==> src/sppt_pkg.sv <==
// Shared types, constants and helpers for the spectral plateau pitch tracker.
// No dependencies; every other file in src imports this package.
package sppt_pkg;

  localparam int NumBins   = 134;
  localparam int BinW      = 8;
  localparam int FreqW     = 22;
  localparam int MagW      = 24;
  localparam int CfgW      = 21;
  localparam int CfgIdxW   = 3;
  localparam int SumW      = 32;
  localparam int WsumW     = 56;
  localparam int DivW      = 56;
  localparam int DivisorW  = 32;
  localparam int DivCntW   = 6;
  localparam int QDepth    = 4;
  localparam int QPtrW     = 2;
  localparam int QCntW     = 3;

  // Configuration register indexes
  localparam logic [CfgIdxW-1:0] CFG_THRESH  = 3'd0;
  localparam logic [CfgIdxW-1:0] CFG_FMIN_LO = 3'd1;
  localparam logic [CfgIdxW-1:0] CFG_FMIN_HI = 3'd2;
  localparam logic [CfgIdxW-1:0] CFG_FMAX_LO = 3'd3;
  localparam logic [CfgIdxW-1:0] CFG_FMAX_HI = 3'd4;

  // Operation codes passed from front to back
  localparam logic [1:0] OP_ADD   = 2'd0;  // accumulate into open run
  localparam logic [1:0] OP_START = 2'd1;  // open run and accumulate
  localparam logic [1:0] OP_CLOSE = 2'd2;  // close run ending at idx
  localparam logic [1:0] OP_MARK  = 2'd3;  // bare frame-end marker

  typedef struct packed {
    logic [1:0]             kind;
    logic [BinW-1:0]        idx;
    logic signed [FreqW-1:0] freq;
    logic [MagW-1:0]        mag;
    logic                   fe;
  } op_t;

  typedef struct packed {
    logic [CfgW-1:0] thresh;
    logic [CfgW-1:0] fmin_lo;
    logic [CfgW-1:0] fmin_hi;
    logic [CfgW-1:0] fmax_lo;
    logic [CfgW-1:0] fmax_hi;
  } cfg_t;

  // Flat when the absolute difference is strictly below the threshold
  function automatic logic is_flat(logic signed [FreqW-1:0] a,
                                   logic signed [FreqW-1:0] b,
                                   logic [CfgW-1:0] thr);
    logic [FreqW:0] d;
    logic [FreqW:0] m;
    d = {a[FreqW-1], a} - {b[FreqW-1], b};
    m = d[FreqW] ? (~d + 1'b1) : d;
    return m < {2'b00, thr};
  endfunction

endpackage

==> src/sppt_fifo.sv <==
// Short operation queue between the front classifier and the back datapath.
// Depends on sppt_pkg (op_t, queue depth).
module sppt_fifo (
  input  logic           clk_i,
  input  logic           rst_ni,
  input  logic           push_valid_i,
  output logic           push_ready_o,
  input  sppt_pkg::op_t  push_op_i,
  output logic           pop_valid_o,
  input  logic           pop_ready_i,
  output sppt_pkg::op_t  pop_op_o
);
  import sppt_pkg::*;

  op_t              mem_q [QDepth];
  logic [QPtrW-1:0] wr_q, rd_q;
  logic [QCntW-1:0] cnt_q;
  logic             push, pop;

  assign push_ready_o = (cnt_q != QCntW'(QDepth));
  assign pop_valid_o  = (cnt_q != '0);
  assign pop_op_o     = mem_q[rd_q];
  assign push = push_valid_i & push_ready_o;
  assign pop  = pop_valid_o & pop_ready_i;

  // Store entries
  always_ff @(posedge clk_i) begin
    if (push) begin
      mem_q[wr_q] <= push_op_i;
    end
  end

  // Advance pointers and fill count
  always_ff @(posedge clk_i or negedge rst_ni) begin
    if (!rst_ni) begin
      wr_q  <= '0;
      rd_q  <= '0;
      cnt_q <= '0;
    end else begin
      if (push) wr_q <= wr_q + 1'b1;
      if (pop)  rd_q <= rd_q + 1'b1;
      cnt_q <= cnt_q + QCntW'(push) - QCntW'(pop);
    end
  end

endmodule

==> config.mk <==
export PLATFORM = sky130hd
export DESIGN_NAME = sppt_fifo
export DESIGN_NICKNAME = d
export VERILOG_FILES = /design/src/sppt_pkg.sv /design/src/sppt_fifo.sv
export SDC_FILE = /design/constraint.sdc
export NUM_CORES = 1
export LEC_CHECK = 0
export ABC_AREA = 1
export BUFFER_PORTS_ARGS = -buffer_cell sky130_fd_sc_hd__buf_2
export CAP_MARGIN = 20
export CORE_ASPECT_RATIO = 0.8
export CORE_MARGIN = 2
export CORE_UTILIZATION = 62
export DETAILED_ROUTE_END_ITERATION = 10
export PLACE_DENSITY = 0.85
export SLEW_MARGIN = 20
export SYNTH_ARGS = -nofsm -noshare
export SYNTH_HDL_FRONTEND = slang
export SYNTH_SLANG_ARGS = --single-unit
==> constraint.sdc <==
create_clock -name clk_i -period 7.8 [get_ports clk_i]
set_input_delay 0 -clock clk_i [delete_from_list [all_inputs] [get_ports clk_i]]
set_output_delay 0 -clock clk_i [all_outputs]
set_load 0.01 [all_outputs]
Word-level counts from Yosys, hierarchy flattened

Memory sizes are Yosys's and may differ from the RTL's.
Index checks and enable logic that the tools add are counted.

Mux-type cells: 2
Eq/ne operators: 1
$mul: 0
Bitwise gates (word level): 2
Shift-type cells: 0
Divide/modulo/power cells: 0
Reduce and logical (&&, ||, !) cells: 1
$lt $le $gt $ge: 0
$add $sub $neg: 4

Operators by type and width:

| cell                | number |
|---|---|
| $add 2x1->2 const B | 2 |
| $add 3x1->3         | 1 |
| $ne 3x3->1 const B  | 1 |
| $reduce_bool 3->1   | 1 |
| $sub 3x1->3         | 1 |
| $and 1x1->1         | 2 |
| $mux 1              | 2 |

Logic and storage cells: 14
Bits in writable memories: 228
Bits of input ports: 61
ROM bits: 0
Register bits: 7
Latch bits: 0
Memories kept: 1
Output and inout port bits: 59

Memories:

| memory | words | width | read ports | clocked after memory_dff | wr ports | line            | source |
|---|---|---|---|---|---|---|---|
| mem_q  | 4     | 57    | 1          | 0                        | 1        | sppt_fifo.sv:15 | `op_t mem_q [QDepth];` |

Depth between registers and ports, before layout

Gate-level depths: netlist (run 1).

Depth in word-level cells: 4
Gate-level depth with buffers: 12
Depth with buffers taken out: 12

Worst setup path after synthesis (run 1)

No wires, ideal clock.

Path kind: register -> register
Start point: register cnt_q[1]
End point: memory mem_q[0][0] (netlist name), enable pin
Setup time: 472 ps
Required time: 7328 ps
Path buffers: 0
Cell stages (with the launch flop): 5
Data arrival time: 3182 ps
Path slack: 4146 ps
Clock period less this slack: 3654 ps
Path through: dfrtp_1 -> nor2_1 -> nand2_1 -> nand2_1 -> nor2_1

Word-level cells in the longest chain between the ends: 4

Ends and longest elaborated chain:

| element                      | line            | source |
|---|---|---|
| start: declaration           | sppt_fifo.sv:17 | `logic [QCntW-1:0] cnt_q;` |
| start signal: assignment     | sppt_fifo.sv:42 | `cnt_q <= cnt_q + QCntW'(push) - QCntW'(pop);` |
| $ne 3x3->1                   | sppt_fifo.sv:20 | `assign push_ready_o = (cnt_q != QCntW'(QDepth));` |
| net push_ready_o             | sppt_fifo.sv:7  | `output logic push_ready_o,` |
| $and 1x1->1                  | sppt_fifo.sv:23 | `assign push = push_valid_i & push_ready_o;` |
| $mux 1                       | sppt_fifo.sv:28 | `if (push) begin` |
| $mux 1 (implied by the code) | sppt_fifo.sv:29 | `mem_q[wr_q] <= push_op_i;` |
| end: declaration             | sppt_fifo.sv:15 |  |

The timed path passes the listed nets, and every way through them passes these cells.

==> results of run 1 <==
-- worst max path at each step --
stage	from	endpoint	slack (ns)	cells after the start
2_1_floorplan	cnt_q[1]$_DFF_PN0_	mem_q[0][0]$_DFFE_PP_	4.15	4
3_3_place_gp	rd_q[0]$_DFFE_PN0P_	pop_op_o[5]	5.41	4
3_5_place_dp	rd_q[0]$_DFFE_PN0P_	pop_op_o[14]	5.37	4
4_1_cts	rd_q[0]$_DFFE_PN0P_	pop_op_o[14]	4.79	4
5_1_grt	rd_q[0]$_DFFE_PN0P_	pop_op_o[14]	4.63	6
6_report	rd_q[0]$_DFFE_PN0P_	pop_op_o[14]	4.85	6
-- flip-flops by register name (all words and copies together) (netlist names) --
| register | cells |
|---|---|
| cnt_q | 3 |
| wr_q | 2 |
| rd_q | 2 |
| mem_q | 228 |
-- Yosys cell counts (all sizes together) --
cell type	n	share of area [%]
clkbuf	13	0.52
o21ai	114	6.1
nand2	190	7.6
edfxtp	228	73
buf	24	1.8
nand3	5	0.27
fa	1	0.21
nor2	119	4.8
inv	73	2.9
dfrtp	7	1.9
ha	6	0.80
-- per-stage QoR --
step,instances,hold slack (ns)
4_1_cts,1156,0.232
3_5_place_dp,1056,-0.159
5_1_grt,1156,0.249
3_3_place_gp,1056,-0.158
2_1_floorplan,780,-0.296
6_report,1156,0.249
-- area by class of cell --
type                       count  area share (%)
sequential                   235            61.7
multi-input combinational    435            16.5
timing repair buffer         185            10.9
clock buffer                  33            6.12
inverter                      73            2.45
tap                          189            2.08
clock inverter                 6           0.198
-- power breakdown --
| part | switching (mW) | internal (mW) |
|---|---|---|
| Sequential | 0.134 | 1.67 |
| Combinational | 0.886 | 0.441 |
| Clock | 0.424 | 0.615 |
-- per-layer routing --
layer / vias up / global-route usage (%) / routed length [um]
met5: - / 0 / 0
met4: 0 / 5.53 / 364
met3: 39 / 4.32 / 1340
met2: 238 / 41.6 / 9310
met1: 2853 / 30.2 / 7530
li1: 2953 / - / -
-- worst reg2reg max path: stages (launching register included) --
cell and delay, ns:
dfrtp_1 0.42, nor2_1 0.16, nand2_1 0.13, nand2_1 0.40
ha_1 0.32, inv_1 0.07, ha_1 0.13, inv_1 0.05
fa_1 0.39, nand3_1 0.10, nand2_1 0.06
-- kinds of logic after synthesis --
family          after synthesis  synth area share (%)
simple gates                314                  12.7
flops                       235                  75.0
compound gates              114                  6.10
buf+inv                     110                  5.21
fa+ha+maj                     7                  1.02
==> Implementation_results.wiki, run 1 <==
{| class="wikitable"
! Metric !! Value
|-
| Vias in the first global route || 5,886
|-
| DRC viols || 0
|-
| Leading cell types in the layout, fill and taps excluded || edfxtp_1 (228), nand2_1 (190), buf_2 (119)
|-
| RSZ-0062 raised after global routing || no
|-
| Antenna viol nets, final || 0
|-
| Number of antenna violations at the first check in global routing || 0
|-
| Clock Tree Buf Depth || 3
|-
| Port Buffers || 119
|-
| Final weighted congestion in routability-driven placement || 0.767
|-
| Area Growth Syn to Fin || 21.6%
|-
| Vert. Die Dim || 114 um
|-
| Final setup TNS || 0 ns
|-
| CTS Root Buffer Type || clkbuf_16
|-
| Total power density per cell area || 366 nW/um^2
|-
| Slew of the pin with the lowest slew margin || 1.01 ns
|-
| Half-perimeter wire length of the detailed placement result || 9.31 mm
|-
| Detailed-routing iteration count for the pre-antenna-repair pass || 5
|-
| Lkg Pwr || 4.62 nW
|-
| Hold_sp || push_op_i[55]
|-
| Inserted Clock Buffers || 22
|-
| I/O pin cnt || 120
|-
| Part of the Yosys area used for sequential elements || 75.0%
|-
| Placed cell area || 10,100 sq um
|-
| Fraction of final layout cells with drive strength greater than 1 || 16.4%
|-
| Footprint of the multi-input gates || 1880 sq um
|-
| Diode count || 0
|-
| Synth unique cells || 16
|-
| Worst-case setup margin in the final layout || 4.85 ns
|-
| Maximum number of pins on one net before global-route repair || 116
|-
| Sequential Area || 7030 sq um
|-
| Overall die area || 16,100 sq um
|-
| Nets || 1,020
|-
| Total track usage || 23.3%
|-
| Final cycle utilization of the critical path || 37.8%
|-
| Hold path endpoint || mem_q[0][55]$_DFFE_PP_
|-
| Starting density of the core || 63.0%
|-
| Reg-to-reg slack, setup || 5.48 ns
|-
| Maximum fanout along the worst path || 105
|-
| Yosys warning count || 0
|-
| Worst slack at placement || 5.37 ns
|-
| Netlist area before placement || 9360 sq um
|-
| Buffering stage count on the worst path with inverters included || 2
|-
| Outcome || finished clean
|-
| Number of buffers added for setup after CTS || 0
|-
| Detail-routed via count per cell || 5.26
|-
| Worst-case clock skew || 0.0100 ns
|-
| Num rows || 40
|-
| Final count of pins violating max slew || 0
|-
| Data arrival time of the critical path || 2.95 ns
|-
| Final hold violations || 0
|-
| Post-Synthesis Cells || 780
|-
| Number of sinks driven by the clock tree || 235
|-
| Total vias in the final route || 6,083
|-
| Commonest non-fill, non-tap cell in the layout || edfxtp_1
|-
| CTS resizes || 0
|-
| Max-slew headroom || 32.7%
|-
| Routed wire length || 18.5 mm
|-
| Total of fill cells in the finished design || 895
|-
| Type of element launching the critical path || flip-flop
|-
| Crit path capture type || output pin
|-
| Clock edge transition at the registers on the reported setup and hold paths || 0.06 ns
|-
| Worst skew pair latency || 0.50 ns
|-
| Finished layout cell area || 11,400 sq um
|-
| Util after Layout || 76.6%
|-
| Placeable core region || 14,900 sq um
|-
| Power, Total || 4.17 mW
|-
| Per-instance average area after synthesis || 12.0 sq um
|-
| Highest cell delay on the worst timing path || 1.07 ns
|-
| Hold Buf Count CTS || 61
|-
| Final number of setup-violating endpoints || 0
|-
| Max-cap check violation count || 0
|-
| VDD IR-drop max || 261 uV
|-
| Class of the tightest hold or removal check || primary input to flip-flop
|-
| Flop and latch count out of synthesis || 235
|-
| Die X-Extent || 141 um
|-
| Crit-path cells || buf_4 -> nor2_1 -> nor2_1 -> o21ai_0 -> nand2_1 -> buf_2
|-
| Reg-to-reg startpoint || cnt_q[1]$_DFF_PN0_
|-
| Critical path data required time || 7.80 ns
|-
| Sum of overflow across all layers after global routing || 0
|-
| Hold Path Stages || 2
|-
| Crit-path leading delay family || flip-flops
|-
| Wire length of the first global-routing pass || 29.1 mm
|-
| Iteration-0 DRC count of the detailed router || 468
|-
| Time the worst path needs with I/O delays and setup || 2.95 ns
|-
| Clock tree from TritonCTS || done
|-
| Cell type of the slowest stage on the worst timing path || dfrtp_4
|-
| Achievable frequency || 339 MHz
|-
| Avg WL per Cell || 16.0 um
|-
| Number of cell instances on the worst register-to-register path || 10
|-
| Post-Synthesis Net Count || 848
|-
| Terminus of the critical flop-to-flop path || cnt_q[2]$_DFF_PN0_
|-
| Number of levels in the clock H-tree || 1
|-
| Worst path most repeated cell || nor2_1
|-
| CP Class || flip-flop to output pin
|}
Note: power is estimated with default switching activity, not from simulation.
==> run 2: changes to the inputs <==
--- a/config.mk
+++ b/config.mk
@@ -10,9 +10,9 @@
 export CAP_MARGIN = 20
 export CORE_ASPECT_RATIO = 0.8
 export CORE_MARGIN = 2
-export CORE_UTILIZATION = 62
+export CORE_UTILIZATION = 57
 export DETAILED_ROUTE_END_ITERATION = 10
-export PLACE_DENSITY = 0.85
+export PLACE_DENSITY = 0.79
 export SLEW_MARGIN = 20
 export SYNTH_ARGS = -nofsm -noshare
 export SYNTH_HDL_FRONTEND = slang
==> constraint.sdc (replaced) <==
create_clock -name clk_i -period 3 [get_ports clk_i]
set_input_delay 0 -clock clk_i [delete_from_list [all_inputs] [get_ports clk_i]]
set_output_delay 0 -clock clk_i [all_outputs]
set_load 0.01 [all_outputs]
==> Implementation_results.wiki, run 2 (synthesized netlist as in run 1, its figures left out) <==
{| class="wikitable"
! Metric !! Value
|-
| Class of the tightest hold or removal check || primary input to flip-flop
|-
| Max-slew headroom || 53.1% (+20 points)
|-
| Detailed-routing iteration count for the pre-antenna-repair pass || 5 (unchanged)
|-
| Antenna viol nets, final || 0 (unchanged)
|-
| Switching portion of total power || 34.9% (+0.25 points)
|-
| Final cycle utilization of the critical path || 75.3%
|-
| Reg-to-reg slack, setup || 0.74 ns (-4.74 ns)
|-
| Detail-routed via count per cell || 5.05 (-3.9%)
|-
| Wire length of the first global-routing pass || 28.3 mm (-2.9%)
|-
| Total track usage || 20.6% (-2.8 points)
|-
| Type of element launching the critical path || flip-flop
|-
| Slew of the pin with the lowest slew margin || 0.703 ns (-0.304 ns)
|-
| Data arrival time of the critical path || 2.65 ns (-0.30 ns)
|-
| Number of levels in the clock H-tree || 1 (unchanged)
|-
| CP Class || flip-flop to flip-flop
|-
| Inserted Clock Buffers || 23 (+4.5%)
|-
| Starting density of the core || 58.9% (-4.1 points)
|-
| Achievable frequency || 443 MHz
|-
| Area Growth Syn to Fin || 22.7%
|-
| Commonest non-fill, non-tap cell in the layout || edfxtp_1
|-
| Clock tree from TritonCTS || done
|-
| Outcome || finished clean
|-
| Non-Filler Instances || 1,188 (+2.8%)
|-
| Number of buffers added for setup after CTS || 0 (unchanged)
|-
| RSZ-0062 raised after global routing || no
|-
| Port Buffers || 119 (unchanged)
|-
| Number of flip-flops in the largest register || 228 (unchanged)
|-
| Nets || 1,025 (+0.49%)
|-
| Comb pwr share || 34.6% (+2.7 points)
|-
| Final setup TNS || 0 ns (unchanged)
|-
| Final number of setup-violating endpoints || 0 (unchanged)
|-
| Lkg Pwr || 4.65 nW (+0.53%)
|-
| Register with the most flip-flops || mem_q
|-
| Half-perimeter wire length of the detailed placement result || 9.18 mm (-1.3%)
|-
| Power, Total || 10.9 mW (+160%)
|-
| Placeable core region || 15,900 sq um (+7.0%)
|-
| Final count of pins violating max slew || 0 (unchanged)
|-
| Clock edge transition at the registers on the reported setup and hold paths || 0.06 ns (about the same)
|-
| DP Cell Count || 1,086 (+2.8%)
|-
| CTS Root Buffer Type || clkbuf_16
|-
| Crit path capture type || flip-flop
|-
| Clock Tree Buf Depth || 3 (unchanged)
|-
| Registers with the most flip-flops || mem_q x228, cnt_q x3
|-
| DRC viols || 0 (unchanged)
|-
| Sum of overflow across all layers after global routing || 0 (unchanged)
|-
| Total power density per cell area || 946 nW/um^2 (+160%)
|-
| Vert. Die Dim || 119 um (+4.1%)
|-
| Total vias in the final route || 6,005 (-1.3%)
|-
| Worst-case clock skew || 0.0179 ns (+0.00782 ns)
|-
| Time the worst path needs with I/O delays and setup || 2.26 ns
|-
| Die X-Extent || 147 um (+4.2%)
|-
| Util after Layout || 72.2% (-4.4 points)
|-
| Num rows || 41 (+2.5%)
|-
| Routed wire length || 17.7 mm (-4.5%)
|-
| Fraction of final layout cells with drive strength greater than 1 || 17.1% (+0.62 points)
|-
| Maximum number of pins on one net before global-route repair || 174 (+50%)
|-
| Diode count || 0 (unchanged)
|-
| Max-cap check violation count || 0 (unchanged)
|-
| Avg WL per Cell || 14.9 um (-7.1%)
|-
| Critical path data required time || 3.39 ns (-4.41 ns)
|-
| VDD IR-drop max || 629 uV (+140%)
|-
| Clock group share of total power || 24.2% (-0.8 points)
|-
| Worst skew pair latency || 0.50 ns (about the same)
|-
| Switch Pwr || 3.79 mW (+160%)
|-
| Hold Path Stages || 2 (unchanged)
|-
| Leading cell types in the layout, fill and taps excluded || edfxtp_1 (228), nand2_1 (190), buf_2 (119)
|-
| Vias in the first global route || 5,733 (-2.6%)
|-
| Iteration-0 DRC count of the detailed router || 411 (-12%)
|-
| Final hold slack || 0.237 ns (-0.0126 ns)
|-
| Number of sinks driven by the clock tree || 235 (unchanged)
|-
| Overall die area || 17,500 sq um (+8.5%)
|-
| I/O pin cnt || 120 (unchanged)
|-
| Final hold violations || 0 (unchanged)
|-
| Cell internal power dissipation || 7.07 mW (+160%)
|-
| Sequential cell fraction of total power || 41.2% (-2.0 points)
|-
| Number of antenna violations at the first check in global routing || 0 (unchanged)
|-
| Number of cell instances on the worst register-to-register path || 10 (unchanged)
|-
| Final weighted congestion in routability-driven placement || 0.819 (+6.7%)
|-
| Maximum fanout along the worst path || 7 (-93%)
|}
==> run 2: cell count changes in the layout (fill, tap and decap cells not counted) <==
cell	change
clkinv_2	+5
buf_12	+6
clkbuf_8	-2
clkbuf_1	+2
clkinv_4	+1
clkinvlp_4	+1
clkinv_1	-3
bufinv_16	+1
clkbuf_16	-3
buf_4	-2
==> run 2: power groups by stage <==
stage	Sequential, mW	Combinational (mW)	Clock (mW)
floorplan	4.56	2.43	0
global placement	4.52	3.58	0
detailed placement	4.54	3.70	0
CTS	4.48	3.78	2.68
global route	4.53	4.26	2.81
finish	4.48	3.76	2.63
==> run 2: metal layers <==
layer	share of wire (%)	GRT usage, %
met4	1.8	4.99
met2	50	36.2
met5	0	0
met3	7.4	4.59
met1	41	26.1
==> run 2: timing repair <==
action / CTS / global route
endpoints found under the hold margin: 239 / 0
resized for setup: 0 / 0
hold buffers: 61 / 0
==> run 2: path summary, 6_finish.rpt <==
path                                           from                    end
worst min register to register  rd_q[1]$_DFFE_PN0P_    rd_q[1]$_DFFE_PN0P_
worst max-delay path             cnt_q[1]$_DFF_PN0_     cnt_q[2]$_DFF_PN0_
worst max register to register   cnt_q[1]$_DFF_PN0_     cnt_q[2]$_DFF_PN0_
worst min-delay path                   push_op_i[0]  mem_q[0][0]$_DFFE_PP_
max in group asynchronous                    rst_ni    rd_q[0]$_DFFE_PN0P_
min in group asynchronous                    rst_ni    wr_q[0]$_DFFE_PN0P_
==> run 2: critical path: stages (launching register included) <==
cell and delay (ns):
dfrtp_1 0.42, nor2_1 0.16, nand2_1 0.11, nand2_1 0.38, ha_1 0.31, inv_1 0.06
ha_1 0.13, inv_1 0.05, fa_1 0.38, nand3_1 0.10, nand2_1 0.05
==> run 2: metrics by stage <==
step	instance area (sq um)	setup WS [ns]
floorplan	9360	-0.654
global placement	10200	0.804
detailed placement	10200	0.736
CTS	11500	0.728
global route	11500	0.511
finish	11500	0.741
==> run 2: cell type report <==
cell class	instances	area, sq um
multi-input cells	435	1880
clock buffers	30	602
clock inverters	11	86.3
well taps	215	269
flip-flops and latches	235	7030
inverters	73	275
repair buffers	189	1350
fillers	1061	4420
==> run 3: changes to the inputs <==
--- a/config.mk
+++ b/config.mk
@@ -5,7 +5,7 @@
 export SDC_FILE = /design/constraint.sdc
 export NUM_CORES = 1
 export LEC_CHECK = 0
-export ABC_AREA = 1
+export ABC_AREA = 0
 export BUFFER_PORTS_ARGS = -buffer_cell sky130_fd_sc_hd__buf_2
 export CAP_MARGIN = 20
 export CORE_ASPECT_RATIO = 0.8
==> constraint.sdc (replaced) <==
create_clock -name clk_i -period 2.4 [get_ports clk_i]
set_input_delay 0 -clock clk_i [delete_from_list [all_inputs] [get_ports clk_i]]
set_output_delay 0 -clock clk_i [all_outputs]
set_load 0.01 [all_outputs]
==> Implementation_results.wiki, run 3 <==
{| class="wikitable"
! Metric !! Value
|-
| Lkg Pwr || 3.88 nW (-17%)
|-
| Final hold violations || 0 (unchanged)
|-
| Maximum number of pins on one net before global-route repair || 31 (-82%)
|-
| Final setup TNS || 0 ns (unchanged)
|-
| Diode count || 0 (unchanged)
|-
| Dominant cell type by area after synthesis || edfxtp_1
|-
| Slew of the pin with the lowest slew margin || 0.605 ns (-0.0982 ns)
|-
| Avg WL per Cell || 21.0 um (+41%)
|-
| CP Class || flip-flop to output pin
|-
| Commonest cells in the netlist || edfxtp_1 (228), mux4_2 (57), dfrtp_1 (7)
|-
| Clock Tree Buf Depth || 3 (unchanged)
|-
| Register with the most flip-flops || mem_q
|-
| Number of buffers added for setup after CTS || 0 (unchanged)
|-
| Detail-routed via count per cell || 5.54 (+9.7%)
|-
| Post-Synthesis Cells || 339 (-57%)
|-
| Post-Synthesis Net Count || 407 (-52%)
|-
| Maximum fanout along the worst path || 19 (+12)
|-
| Overall die area || 16,300 sq um (-6.9%)
|-
| Vert. Die Dim || 114 um (-3.5%)
|-
| Die X-Extent || 142 um (-3.5%)
|-
| Area share of the leading cell type in the synthesized netlist || 78.7% (+5.6 points)
|-
| Clock tree from TritonCTS || done
|-
| Final cycle utilization of the critical path || 91.9%
|-
| Global-route layer with the greatest usage || met2
|-
| Routed wire length || 15.8 mm (-11%)
|-
| Total track usage || 20.1% (-0.48 points)
|-
| Most common cell in the synthesized netlist || edfxtp_1
|-
| Sum of overflow across all layers after global routing || 0 (unchanged)
|-
| Critical path data required time || 2.40 ns (-0.99 ns)
|-
| Iteration-0 DRC count of the detailed router || 270 (-34%)
|-
| Per-instance average area after synthesis || 25.7 sq um (+110%)
|-
| VDD IR-drop max || 749 uV (+19%)
|-
| Fraction of final layout cells with drive strength greater than 1 || 41.5% (+24 points)
|-
| Final count of pins violating max slew || 0 (unchanged)
|-
| Total power density per cell area || 1210 nW/um^2 (+28%)
|-
| Num rows || 40 (-2.4%)
|-
| CTS resizes || 0 (unchanged)
|-
| Leading cell types in the layout, fill and taps excluded || edfxtp_1 (228), buf_2 (119), dlygate4sd3_1 (61)
|-
| Met3 capacity usage during global routing || 5.02% (+0.42 points)
|-
| Achievable frequency || 453 MHz
|-
| Yosys warning count || 0 (unchanged)
|-
| Final number of setup-violating endpoints || 0 (unchanged)
|-
| Number of enable-type register cells in the synthesized netlist || 228 (unchanged)
|-
| Inserted Clock Buffers || 22 (-4.3%)
|-
| I/O pin cnt || 120 (unchanged)
|-
| Synth unique cells || 22 (+6)
|-
| DRC viols || 0 (unchanged)
|-
| Clock edge transition at the registers on the reported setup and hold paths || 0.07 ns (about the same)
|-
| Commonest non-fill, non-tap cell in the layout || edfxtp_1
|-
| Flop and latch count out of synthesis || 235 (unchanged)
|-
| Type of element launching the critical path || flip-flop
|-
| Number of sinks driven by the clock tree || 235 (unchanged)
|-
| Worst skew pair latency || 0.49 ns (about the same)
|-
| Util after Layout || 73.5% (+1.3 points)
|-
| Placeable core region || 15,000 sq um (-5.9%)
|-
| Registers with the most flip-flops || mem_q x228, cnt_q x3
|-
| Data arrival time of the critical path || 2.21 ns (-0.44 ns)
|-
| Met2 track utilization from global routing || 33.4% (-2.8 points)
|-
| Vias in the first global route || 4,445 (-22%)
|-
| Area Growth Syn to Fin || 26.5%
|-
| Outcome || finished clean
|-
| Number of flip-flops in the largest register || 228 (unchanged)
|-
| Nets || 614 (-40%)
|-
| Top cells by area, synth || edfxtp_1 (79%), mux4_2 (15%), dfrtp_1 (2.0%)
|-
| Met1 Usage GRT || 27.9% (+1.9 points)
|-
| Part of the Yosys area used for sequential elements || 80.7% (+5.7 points)
|-
| Antenna viol nets, final || 0 (unchanged)
|-
| Post-synth ARST share || 2.98% (unchanged)
|-
| Total vias in the final route || 4,164 (-31%)
|-
| Crit path capture type || output pin
|-
| Detailed-routing iteration count for the pre-antenna-repair pass || 4 (-1)
|-
| Class of the tightest hold or removal check || primary input to flip-flop
|-
| Netlist area before placement || 8700 sq um (-7.1%)
|-
| Final weighted congestion in routability-driven placement || 0.735 (-10%)
|-
| RSZ-0062 raised after global routing || no
|-
| Most used flip-flop cell after synthesis || edfxtp_1
|-
| Time the worst path needs with I/O delays and setup || 2.21 ns
|-
| Number of levels in the clock H-tree || 1 (unchanged)
|-
| Max-cap check violation count || 0 (unchanged)
|-
| Starting density of the core || 58.1% (-0.73 points)
|-
| Max-slew headroom || 59.6% (+6.5 points)
|-
| Port Buffers || 119 (unchanged)
|-
| Wire length of the first global-routing pass || 24.6 mm (-13%)
|-
| Half-perimeter wire length of the detailed placement result || 9.29 mm (+1.2%)
|-
| CTS Root Buffer Type || clkbuf_16
|-
| Worst-case clock skew || 0.00636 ns (-0.0115 ns)
|-
| Number of antenna violations at the first check in global routing || 0 (unchanged)
|}
## run 3: routing by layer
metal | vias up | routed length, um
li1 | 1860 | -
met1 | 2150 | 6710
met2 | 133 | 7760
met3 | 21 | 1090
met4 | 0 | 243
met5 | - | 0
## run 3: worst paths after layout
path / start / to / slack (ns) / cells past startpoint
setup reg to reg: cnt_q[1]$_DFF_PN0_ / cnt_q[2]$_DFF_PN0_ / 0.23 / 9
max in group asynchronous: rst_ni / rd_q[0]$_DFFE_PN0P_ / 1.58 / 3
hold / removal: push_op_i[52] / mem_q[3][52]$_DFFE_PP_ / 0.25 / 2
min in group asynchronous: rst_ni / wr_q[0]$_DFFE_PN0P_ / 0.52 / 3
setup / recovery: rd_q[0]$_DFFE_PN0P_ / pop_op_o[49] / 0.19 / 3
hold reg to reg: wr_q[1]$_DFFE_PN0P_ / wr_q[1]$_DFFE_PN0P_ / 0.61 / 2
## run 3: cells by family after synthesis
group	after synthesis	synth area share [%]
adders and majority gates	7	1.09
buffers and inverters	19	1.50
muxes	57	14.8
DFF	235	80.7
and+or+nand+nor	13	1.15
xor gates and xnor gates	4	0.403
AOI/OAI and AO/OA	4	0.374
## run 3: timing repair
action,4_1_cts,5_1_grt
hold endpoints to repair,239,0
endpoints found under the setup margin,0,0
hold buffers,61,0
## run 3: area by class of cell
class	instances	area [sq um]
Inverter	6	22.5
Sequential cell	235	7030
Clock buffer	26	597
Fill cell	887	3960
Timing Repair Buffer	196	1380
Tap cell	189	236
Clock inverter	14	194
Multi-Input combinational cell	85	1550
## run 3: stage by stage
step | std cells | hold WS, ns | total power, mW | area (sq um) | setup slack [ns]
after floorplan | 339 | -0.296 | 8.21 | 8700 | 0.154
after global placement | 650 | -0.156 | 9.51 | 9600 | 0.354
after detailed placement | 650 | -0.151 | 9.63 | 9600 | 0.219
after CTS | 751 | 0.233 | 13.4 | 11000 | 0.114
after global routing | 751 | 0.249 | 13.9 | 11000 | 0.0289
final | 751 | 0.254 | 13.3 | 11000 | 0.194
## run 3: critical path: stages (launching register included)
cell and delay (ns):
dfrtp_4 0.68, buf_4 0.32, mux4_2 0.55, buf_2 0.16
## run 3: report_power, final
| group | switching [mW] | leakage, nW | internal (mW) | total (mW) |
|---|---|---|---|---|
| clock network | 1.39 | 0.388 | 2.31 | 3.71 |
| registers | 0.409 | 2.17 | 5.42 | 5.83 |
| logic | 1.86 | 1.32 | 1.88 | 3.74 |
